[src/hdl/vbt_pkg.sv]
package vbt_pkg;

  localparam int DIM_W       = 16;
  localparam int BRICK_SIZE  = 256;
  localparam int OVERLAP     = 2;
  localparam int BRICK_LOG   = $clog2(BRICK_SIZE);
  localparam int TEX_W       = 9;
  localparam int CFG_IDX_W   = 2;

  // register indexes of the configuration port
  typedef enum logic [CFG_IDX_W-1:0] {
    REG_X_SIZE = 2'd0,
    REG_Y_SIZE = 2'd1,
    REG_Z_SIZE = 2'd2
  } vbt_reg_t;

  typedef struct packed {
    logic             brick_valid;
    logic [DIM_W-1:0] x_lo;
    logic [DIM_W-1:0] x_hi;
    logic [DIM_W-1:0] y_lo;
    logic [DIM_W-1:0] y_hi;
    logic [DIM_W-1:0] z_lo;
    logic [DIM_W-1:0] z_hi;
    logic [TEX_W-1:0] tex_x;
    logic [TEX_W-1:0] tex_y;
    logic [TEX_W-1:0] tex_z;
    logic             last_brick;
  } vbt_brick_t;

  // one axis of a brick: effective end, texture extent, wrap to next row
  typedef struct packed {
    logic [DIM_W-1:0] stop;
    logic [TEX_W-1:0] extent;
    logic             wrap;
  } vbt_axis_t;

endpackage

[src/hdl/vbt_if.sv]
interface vbt_req_if;
  import vbt_pkg::*;
  logic valid;
  logic ready;
  logic restart;
  modport source (output valid, output restart, input ready);
  modport sink (input valid, input restart, output ready);
endinterface

interface vbt_cfg_if;
  import vbt_pkg::*;
  logic                 valid;
  logic                 ready;
  logic [CFG_IDX_W-1:0] index;
  logic [DIM_W-1:0]     data;
  modport source (output valid, output index, output data, input ready);
  modport sink (input valid, input index, input data, output ready);
endinterface

interface vbt_brick_if;
  import vbt_pkg::*;
  logic             valid;
  logic             ready;
  logic             brick_valid;
  logic [DIM_W-1:0] x_lo;
  logic [DIM_W-1:0] x_hi;
  logic [DIM_W-1:0] y_lo;
  logic [DIM_W-1:0] y_hi;
  logic [DIM_W-1:0] z_lo;
  logic [DIM_W-1:0] z_hi;
  logic [TEX_W-1:0] tex_x;
  logic [TEX_W-1:0] tex_y;
  logic [TEX_W-1:0] tex_z;
  logic             last_brick;
  modport source (
    output valid, input ready,
    output brick_valid, x_lo, x_hi, y_lo, y_hi,
    output z_lo, z_hi, tex_x, tex_y,
    output tex_z, last_brick
  );
  modport sink (
    input valid, output ready,
    input brick_valid, x_lo, x_hi, y_lo, y_hi,
    input z_lo, z_hi, tex_x, tex_y,
    input tex_z, last_brick
  );
endinterface

[src/hdl/volume_brick_tiler_core.sv]
// an accepted request word goes into the result register, or into the skid register if
// that one is held; throughput one word per cycle while the skid register is empty, set by
// the single cursor update (adds and compares per axis) done in the accepting cycle
// a two-entry output stage (result register plus skid register) keeps req ready while a
// brick word waits; rst (synchronous) sets cursors to zero, sizes to one, empties the stage
module volume_brick_tiler_core
  import vbt_pkg::*;
(
  input  logic              clk,
  input  logic              rst,
  vbt_cfg_if.sink           cfg,
  vbt_req_if.sink           req,
  vbt_brick_if.source       brick
);

  // volume sizes
  logic [DIM_W-1:0] x_size;
  logic [DIM_W-1:0] y_size;
  logic [DIM_W-1:0] z_size;

  // scan state
  logic [DIM_W-1:0] x_cursor;
  logic [DIM_W-1:0] y_cursor;
  logic [DIM_W-1:0] z_cursor;
  logic             scan_done;

  // output stage
  vbt_brick_t out_word;
  vbt_brick_t skid_word;
  logic       out_valid;
  logic       skid_valid;

  // round a remainder of 1..BRICK_SIZE-1 up to a power of two
  function automatic logic [TEX_W-1:0] pow2_ceil(input logic [BRICK_LOG-1:0] v);
    logic [BRICK_LOG-1:0] d;
    logic [TEX_W-1:0]     res;
    d   = v - BRICK_LOG'(1);
    res = TEX_W'(1);
    for (int i = 0; i < BRICK_LOG; i++) begin
      if (d[i]) begin
        res = TEX_W'(1) << (i + 1);
      end
    end
    return res;
  endfunction

  // one axis of the brick at cursor c in a volume edge of n voxels (c < n)
  function automatic vbt_axis_t axis_brick(input logic [DIM_W-1:0] c,
                                           input logic [DIM_W-1:0] n);
    logic [DIM_W:0] tex_start;
    logic [DIM_W:0] limit;
    logic [DIM_W:0] rem;
    logic [DIM_W:0] n_wide;
    logic           inner;
    vbt_axis_t      a;
    n_wide    = {1'b0, n};
    // texture starts OVERLAP voxels early only when the cursor lies above OVERLAP
    tex_start = (c > DIM_W'(OVERLAP)) ? ({1'b0, c} - (DIM_W+1)'(OVERLAP)) : {1'b0, c};
    limit     = tex_start + (DIM_W+1)'(BRICK_SIZE);
    rem       = n_wide - tex_start;
    // a full brick that stops short of the edge gives up its overlap at the end
    inner     = limit < n_wide;
    a.extent  = (limit > n_wide) ? pow2_ceil(rem[BRICK_LOG-1:0]) : TEX_W'(BRICK_SIZE);
    a.stop    = inner ? DIM_W'(limit - (DIM_W+1)'(1 + OVERLAP)) : (n - DIM_W'(1));
    a.wrap    = !inner;
    return a;
  endfunction

  // configuration writes, taken at any time
  assign cfg.ready = 1'b1;

  always_ff @(posedge clk) begin
    if (rst) begin
      x_size <= DIM_W'(1);
      y_size <= DIM_W'(1);
      z_size <= DIM_W'(1);
    end else if (cfg.valid) begin
      unique case (cfg.index)
        REG_X_SIZE: x_size <= cfg.data;
        REG_Y_SIZE: y_size <= cfg.data;
        REG_Z_SIZE: z_size <= cfg.data;
        default: ;
      endcase
    end
  end

  // brick computation from the current cursors
  logic             accept;
  logic [DIM_W-1:0] cx;
  logic [DIM_W-1:0] cy;
  logic [DIM_W-1:0] cz;
  logic             done_eff;
  logic             finished;
  vbt_axis_t        ax;
  vbt_axis_t        ay;
  vbt_axis_t        az;
  logic             last;
  vbt_brick_t       result;
  logic [DIM_W-1:0] x_cursor_next;
  logic [DIM_W-1:0] y_cursor_next;
  logic [DIM_W-1:0] z_cursor_next;
  logic             scan_done_next;

  assign req.ready = !skid_valid;
  assign accept    = req.valid && req.ready;

  always_comb begin
    // restart puts the walk back at the origin before this word is served
    cx       = req.restart ? '0 : x_cursor;
    cy       = req.restart ? '0 : y_cursor;
    cz       = req.restart ? '0 : z_cursor;
    done_eff = req.restart ? 1'b0 : scan_done;
    // finished scan, empty volume, or sizes shrunk under the cursors
    finished = done_eff || (cx >= x_size) || (cy >= y_size) || (cz >= z_size);

    ax   = axis_brick(cx, x_size);
    ay   = axis_brick(cy, y_size);
    az   = axis_brick(cz, z_size);
    last = ax.wrap && ay.wrap && az.wrap;

    if (finished) begin
      result         = '0;
      x_cursor_next  = cx;
      y_cursor_next  = cy;
      z_cursor_next  = cz;
      scan_done_next = 1'b1;
    end else begin
      result.brick_valid = 1'b1;
      result.x_lo        = cx;
      result.x_hi        = ax.stop;
      result.y_lo        = cy;
      result.y_hi        = ay.stop;
      result.z_lo        = cz;
      result.z_hi        = az.stop;
      result.tex_x       = ax.extent;
      result.tex_y       = ay.extent;
      result.tex_z       = az.extent;
      result.last_brick  = last;
      // x steps fastest, y on an x wrap, z on a y wrap
      x_cursor_next  = ax.wrap ? '0 : (ax.stop + DIM_W'(1));
      y_cursor_next  = !ax.wrap ? cy : (ay.wrap ? '0 : (ay.stop + DIM_W'(1)));
      z_cursor_next  = !(ax.wrap && ay.wrap) ? cz : (az.wrap ? '0 : (az.stop + DIM_W'(1)));
      scan_done_next = last;
    end
  end

  always_ff @(posedge clk) begin
    if (rst) begin
      x_cursor  <= '0;
      y_cursor  <= '0;
      z_cursor  <= '0;
      scan_done <= 1'b0;
    end else if (accept) begin
      x_cursor  <= x_cursor_next;
      y_cursor  <= y_cursor_next;
      z_cursor  <= z_cursor_next;
      scan_done <= scan_done_next;
    end
  end

  // output stage: result register fed by the skid register or straight from the logic
  logic out_free;
  assign out_free = !out_valid || brick.ready;

  always_ff @(posedge clk) begin
    if (rst) begin
      out_valid  <= 1'b0;
      skid_valid <= 1'b0;
    end else if (out_free) begin
      if (skid_valid) begin
        out_valid  <= 1'b1;
        skid_valid <= accept;
      end else begin
        out_valid  <= accept;
      end
    end else if (accept) begin
      skid_valid <= 1'b1;
    end
  end

  always_ff @(posedge clk) begin
    if (out_free) begin
      if (skid_valid) begin
        out_word <= skid_word;
        if (accept) begin
          skid_word <= result;
        end
      end else if (accept) begin
        out_word <= result;
      end
    end else if (accept) begin
      skid_word <= result;
    end
  end

  assign brick.valid       = out_valid;
  assign brick.brick_valid = out_word.brick_valid;
  assign brick.x_lo        = out_word.x_lo;
  assign brick.x_hi        = out_word.x_hi;
  assign brick.y_lo        = out_word.y_lo;
  assign brick.y_hi        = out_word.y_hi;
  assign brick.z_lo        = out_word.z_lo;
  assign brick.z_hi        = out_word.z_hi;
  assign brick.tex_x       = out_word.tex_x;
  assign brick.tex_y       = out_word.tex_y;
  assign brick.tex_z       = out_word.tex_z;
  assign brick.last_brick  = out_word.last_brick;

endmodule
[src/flat_wrapper.sv]
// flat-port wrapper written by rule: the top's interface ports become plain ports
module volume_brick_tiler_core_flat import vbt_pkg::*;
  (clk, rst, cfg_valid, cfg_index, cfg_data, cfg_ready, req_valid, req_restart, req_ready, brick_valid, brick_ready, brick_brick_valid, brick_x_lo, brick_x_hi, brick_y_lo, brick_y_hi, brick_z_lo, brick_z_hi, brick_tex_x, brick_tex_y, brick_tex_z, brick_last_brick);
  vbt_cfg_if cfg_i ();
  vbt_req_if req_i ();
  vbt_brick_if brick_i ();
  input  logic clk;
  input  logic rst;
  input wire logic [$bits(cfg_i.valid)-1:0] cfg_valid;
  input wire logic [$bits(cfg_i.index)-1:0] cfg_index;
  input wire logic [$bits(cfg_i.data)-1:0] cfg_data;
  output wire logic [$bits(cfg_i.ready)-1:0] cfg_ready;
  input wire logic [$bits(req_i.valid)-1:0] req_valid;
  input wire logic [$bits(req_i.restart)-1:0] req_restart;
  output wire logic [$bits(req_i.ready)-1:0] req_ready;
  output wire logic [$bits(brick_i.valid)-1:0] brick_valid;
  input wire logic [$bits(brick_i.ready)-1:0] brick_ready;
  output wire logic [$bits(brick_i.brick_valid)-1:0] brick_brick_valid;
  output wire logic [$bits(brick_i.x_lo)-1:0] brick_x_lo;
  output wire logic [$bits(brick_i.x_hi)-1:0] brick_x_hi;
  output wire logic [$bits(brick_i.y_lo)-1:0] brick_y_lo;
  output wire logic [$bits(brick_i.y_hi)-1:0] brick_y_hi;
  output wire logic [$bits(brick_i.z_lo)-1:0] brick_z_lo;
  output wire logic [$bits(brick_i.z_hi)-1:0] brick_z_hi;
  output wire logic [$bits(brick_i.tex_x)-1:0] brick_tex_x;
  output wire logic [$bits(brick_i.tex_y)-1:0] brick_tex_y;
  output wire logic [$bits(brick_i.tex_z)-1:0] brick_tex_z;
  output wire logic [$bits(brick_i.last_brick)-1:0] brick_last_brick;
  assign cfg_i.valid = cfg_valid;
  assign cfg_i.index = cfg_index;
  assign cfg_i.data = cfg_data;
  assign cfg_ready = cfg_i.ready;
  assign req_i.valid = req_valid;
  assign req_i.restart = req_restart;
  assign req_ready = req_i.ready;
  assign brick_valid = brick_i.valid;
  assign brick_i.ready = brick_ready;
  assign brick_brick_valid = brick_i.brick_valid;
  assign brick_x_lo = brick_i.x_lo;
  assign brick_x_hi = brick_i.x_hi;
  assign brick_y_lo = brick_i.y_lo;
  assign brick_y_hi = brick_i.y_hi;
  assign brick_z_lo = brick_i.z_lo;
  assign brick_z_hi = brick_i.z_hi;
  assign brick_tex_x = brick_i.tex_x;
  assign brick_tex_y = brick_i.tex_y;
  assign brick_tex_z = brick_i.tex_z;
  assign brick_last_brick = brick_i.last_brick;
  volume_brick_tiler_core u_core (.clk(clk), .rst(rst), .cfg(cfg_i), .req(req_i), .brick(brick_i));
endmodule
[config.mk]
export PLATFORM = sky130hd
export DESIGN_NAME = volume_brick_tiler_core_flat
export DESIGN_NICKNAME = d
export VERILOG_FILES = /design/src/hdl/vbt_pkg.sv /design/src/hdl/vbt_if.sv /design/src/hdl/volume_brick_tiler_core.sv /design/src/flat_wrapper.sv
export SDC_FILE = /design/constraint.sdc
export NUM_CORES = 1
export LEC_CHECK = 0
export ABC_AREA = 1
export BUFFER_PORTS_ARGS = -buffer_cell sky130_fd_sc_hd__buf_4
export CAP_MARGIN = 20
export CORE_MARGIN = 2
export CORE_UTILIZATION = 25
export CTS_CLUSTER_SIZE = 14
export DETAILED_ROUTE_END_ITERATION = 16
export HOLD_SLACK_MARGIN = 0.06
export RECOVER_POWER = 25
export SETUP_SLACK_MARGIN = 0.4
export SLEW_MARGIN = 20
export SYNTH_ARGS = -nofsm -noshare
export SYNTH_HDL_FRONTEND = slang
export SYNTH_SLANG_ARGS = --single-unit
export TNS_END_PERCENT = 100
[constraint.sdc]
create_clock -name clk -period 10.2 [get_ports clk]
set_clock_uncertainty 0.05 [all_clocks]
set_input_delay 2.04 -clock clk [delete_from_list [all_inputs] [get_ports clk]]
set_output_delay 2.04 -clock clk [all_outputs]
set_load 0.03 [all_outputs]
==> summary.md <==
| Metric | Value |
|---|---|
| Global-route wire length before repair | 115 mm |
| DPL Wire Length | 57.3 mm |
| Critical Path Stages | 34 |
| Layout area overhead | 14.4% |
| Top cell type's share of synthesized area | 32.7% |
| CP arrival | a little over 8 ns |
| Fin util | 28.8% |
| Yosys Warn Count | 0 |
| Multi-input gate area | about 12000 µm² |
| Pwr/cell area | 274 nW/µm² |
| Most used cell, CP | nand2_1 |
| Fmax | 129 MHz |
| Peak supply drop | 131 µV |
| FF-to-FF Start | u_core.z_cursor[2]$_SDFFE_PP0P_ |
| Register-to-Register Path Depth | 32 |
| DIE AREA | 94300 µm² |
| Flop2flop setup slack | 4.31 ns |
| RSZ-0062 raised after global routing | false |
| Top delay family on crit path | simple AND/OR/NAND/NOR gates |
| Syn Inst Count | 2992 |
| Clk pin slew, worst setup/hold paths | 0.07 ns |
| Slowest cell on crit path | o21ai_0 |
| Post-synth EDFFs | 250 |
| Number of remaining DRC errors | 0 |
| Worst setup path endpoint | u_core.z_cursor[13]$_SDFFE_PP0P_ |
| Sequential area share after synthesis | between 40% and 50% |
| 1st-iter DRT viols | 1489 |
| Vias per cell | 4.66 |
| Worst rel slew slack | -141% |
| WL final | ~76 mm |
| CTS-repair resized insts | 0 |
| CTS tree | built |
| Switching share of total power | 49.0% |
| Min-delay worst type | flip-flop to flip-flop |
| Crit path kind | primary input to flip-flop |
| CP required | 10.55 ns |
| Synth top area cells | edfxtp_1 (33%), nand2_1 (14%), dfxtp_1 (8.6%), ha_1 (6.4%), nor2_1 (5.2%) |
| Clock group share of total power | a little over a fifth |
| Final Cycle Share | 76.2% |
| #FFs+latches synth | around 350 |
| CTS Buf Count | 40 |
| CP Launch Point | req_restart |
| Max clock buf depth | 3 |
| Failing checks | capacitance limit, slew limit |
| Tmin final | 7.77 ns |
| Die height | 307 µm |
| Switching pwr | approximately 3500 µW |
| Total of max-cap violations | 3 |
| GPL Wtd Cong | 0.958 |
| Max incr delay on CP | 0.69 ns |
| Worst-Skew Late Latency | roughly 0.61 ns |
| Crit. End Element | flip-flop |
| Layout cells sized above 1 | between 10% and 20% |
| Synthesized area | 23000 µm² |
| Area leader, netlist | edfxtp_1 |
| Hold_ws | 0.449 ns |
| 1st-pass router iterations | 6 |
| Filler cells | 9892 |
| P_leak | between 0.01 and 0.015 µW |
| CTS H-tree depth | 2 |
| Outcome | finished, violations left |
| GR Util All Layers | 15.7% |
| Largest net degree at the start of global routing | 83 |
| P_int | ~3700 µW |
| Core Footprint | 91400 µm² |
| Num ports | 152 |
| Syn_nets | 3136 |
| Yosys cell types | 60 |
| Register area | between 9000 and 10000 µm² |
| Placed Cells | 4250 |
| Final Non-Filler Cells | 4324 |
| Gate power share | about 54% |
| Final hold vios | 0 |
| Ys async rst share | 0% |
| Initial Util | 25.1% |
| Hold-fix buffer count after cts | 0 |
| Mean Syn Cell Area | ~7.7 µm² |
| Sequential Power Share | 25.5% |
| Crit-path max FO | 62 |
| Fin Setup TNS | 0 ns |
| Die Wd | a little over 300 µm |
| Dominant synthesized flop cell | edfxtp_1 |
| Root buffer cell | clkbuf_16 |
| Number of global-route vias before repair | 19200 |
| Largest register FFs | approximately 130 |
| Worst-margin pin slew | 3.62 ns |
| Final setup violation count | 0 |
| Port-buffer cells | 150 |
| Final Max Slew Viols | 198 |
| Total number of vias | a little over 20000 |
| Final #Nets | 3250 |
| Row count | 111 |
| ANT nets after route | 0 |
| Top reg by flops | u_core.skid_word |
| Initial antenna violation count | 2 |
| WL per Instance | roughly 18 µm |
| Clock Sinks | 349 |
| Ant. Diodes | 0 |
| Grt ovf | 0 |
| RR Endpoint | u_core.z_cursor[13]$_SDFFE_PP0P_ |
| Crit path launch type | primary input |
| Post-CTS setup buffers | 0 |
| Crit path buffers/inverters | 4 |
[cells in the mapped netlist (all sizes together) (2+ instances only)]
library cell	n
a21o	3
clkinv	2
a211oi	3
nand2	943
xnor2	8
o211ai	8
o221ai	2
or2	8
inv	315
buf	23
a21boi	2
a21oi	195
nand3b	11
o21ai	170
xor2	88
nand3	169
nand4	41
o21bai	3
edfxtp	250
dfxtp	99
nor2	379
o2111ai	3
mux2	11
nor3b	2
clkbuf	69
and3	4
fa	3
nor4	10
a31oi	3
ha	117
nor3	42
[worst reg2reg max path, delay by kind of cell (launching register included)]
kind / cells / cell delay [ns]
AOI/OAI and AO/OA: 4 / 1.27
and+or+nand+nor: 23 / 2.89
adders and majority gates: 3 / 0.88
DFF: 1 / 0.39
buffers and inverters: 2 / 0.22
[metal layers]
layer | GRT usage, % | up-vias | wire length [µm]
li1 | - | 10000 | -
met1 | 21.3 | 9491 | 35200
met2 | 26.0 | 533 | 35100
met3 | 1.76 | 118 | 3050
met4 | 5.03 | 4 | 2370
met5 | 0 | - | 22
[placed cells by master (no fill, tap or decap), types with 4 or more instances in the layout]
master	n
nand3_2	6
inv_1	291
clkbuf_16	41
o21ai_0	145
o21ai_1	18
xnor2_1	8
nor2_4	19
clkinv_1	6
ha_1	117
nand2_2	54
edfxtp_1	250
nor2_2	41
dfxtp_1	98
nor2_1	319
o211ai_1	8
inv_2	22
or2_2	5
nor4_1	9
nand3_1	162
o21ai_2	7
mux2_2	11
nand2_4	21
and3_1	4
nand4_1	40
clkbuf_1	86
a21oi_1	191
xor2_1	88
a21oi_2	4
bufinv_16	5
buf_4	84
nand3b_1	11
nor3_1	39
nand2_1	867
[stage by stage]
step                total power, µW  instance area, µm²  setup WS, ns
finish                         7200               26300          2.43
floorplan                      4640               23000          1.91
detailed placement             5710               25200          1.96
global route                   7740               26300          1.83
global placement               5710               25200          2.02
CTS                            7270               26600          2.57
[layout make-up]
type	instances	area share, %
Multi-Input combinational cell	2234	44.8
Clock inverter	24	1.15
Sequential cell	349	36.1
Timing Repair Buffer	164	3.62
Clock buffer	50	4.07
Inverter	317	4.57
Tap cell	1186	5.65
[power by group through the flow]
| stage | clock [µW] | sequential (µW) | combinational [µW] |
|---|---|---|---|
| after floorplan | 0 | 2040 | 2610 |
| after global placement | 0 | 1870 | 3840 |
| after detailed placement | 0 | 1860 | 3850 |
| after CTS | 1570 | 1840 | 3870 |
| after global routing | 1610 | 1850 | 4280 |
| final | 1510 | 1830 | 3850 |
[cell families (layout without fill, tap and decap cells)]
kind of cell | after synthesis | after routing | share of synthesized area (%)
XOR/XNOR | 96 | 96 | 3.66
AND/OR/NAND/NOR | 1609 | 1609 | 31.1
AO/OA/AOI/OAI | 397 | 397 | 9.30
flip-flops | 349 | 349 | 41.3
buffers and inverters | 409 | 555 | 7.44
other | 1 | 1 | 0.0163
adder cells (fa/ha/maj) | 120 | 120 | 6.64
multiplexers | 11 | 11 | 0.539
[how the worst min path moves through the flow]
stage,startpoint,endpoint,slack [ns],cells after the start
detailed placement,u_core.x_cursor[0]$_SDFFE_PP0P_,u_core.x_cursor[0]$_SDFFE_PP0P_,0.43,1
global placement,u_core.x_cursor[0]$_SDFFE_PP0P_,u_core.x_cursor[0]$_SDFFE_PP0P_,0.43,1
floorplan,u_core.z_cursor[0]$_SDFFE_PP0P_,u_core.z_cursor[0]$_SDFFE_PP0P_,0.38,2
CTS,u_core.x_cursor[0]$_SDFFE_PP0P_,u_core.x_cursor[0]$_SDFFE_PP0P_,0.45,1
global route,u_core.z_cursor[0]$_SDFFE_PP0P_,u_core.z_cursor[0]$_SDFFE_PP0P_,0.48,2
finish,u_core.x_cursor[0]$_SDFFE_PP0P_,u_core.x_cursor[0]$_SDFFE_PP0P_,0.45,1
Power figures use the tool's default switching activity.
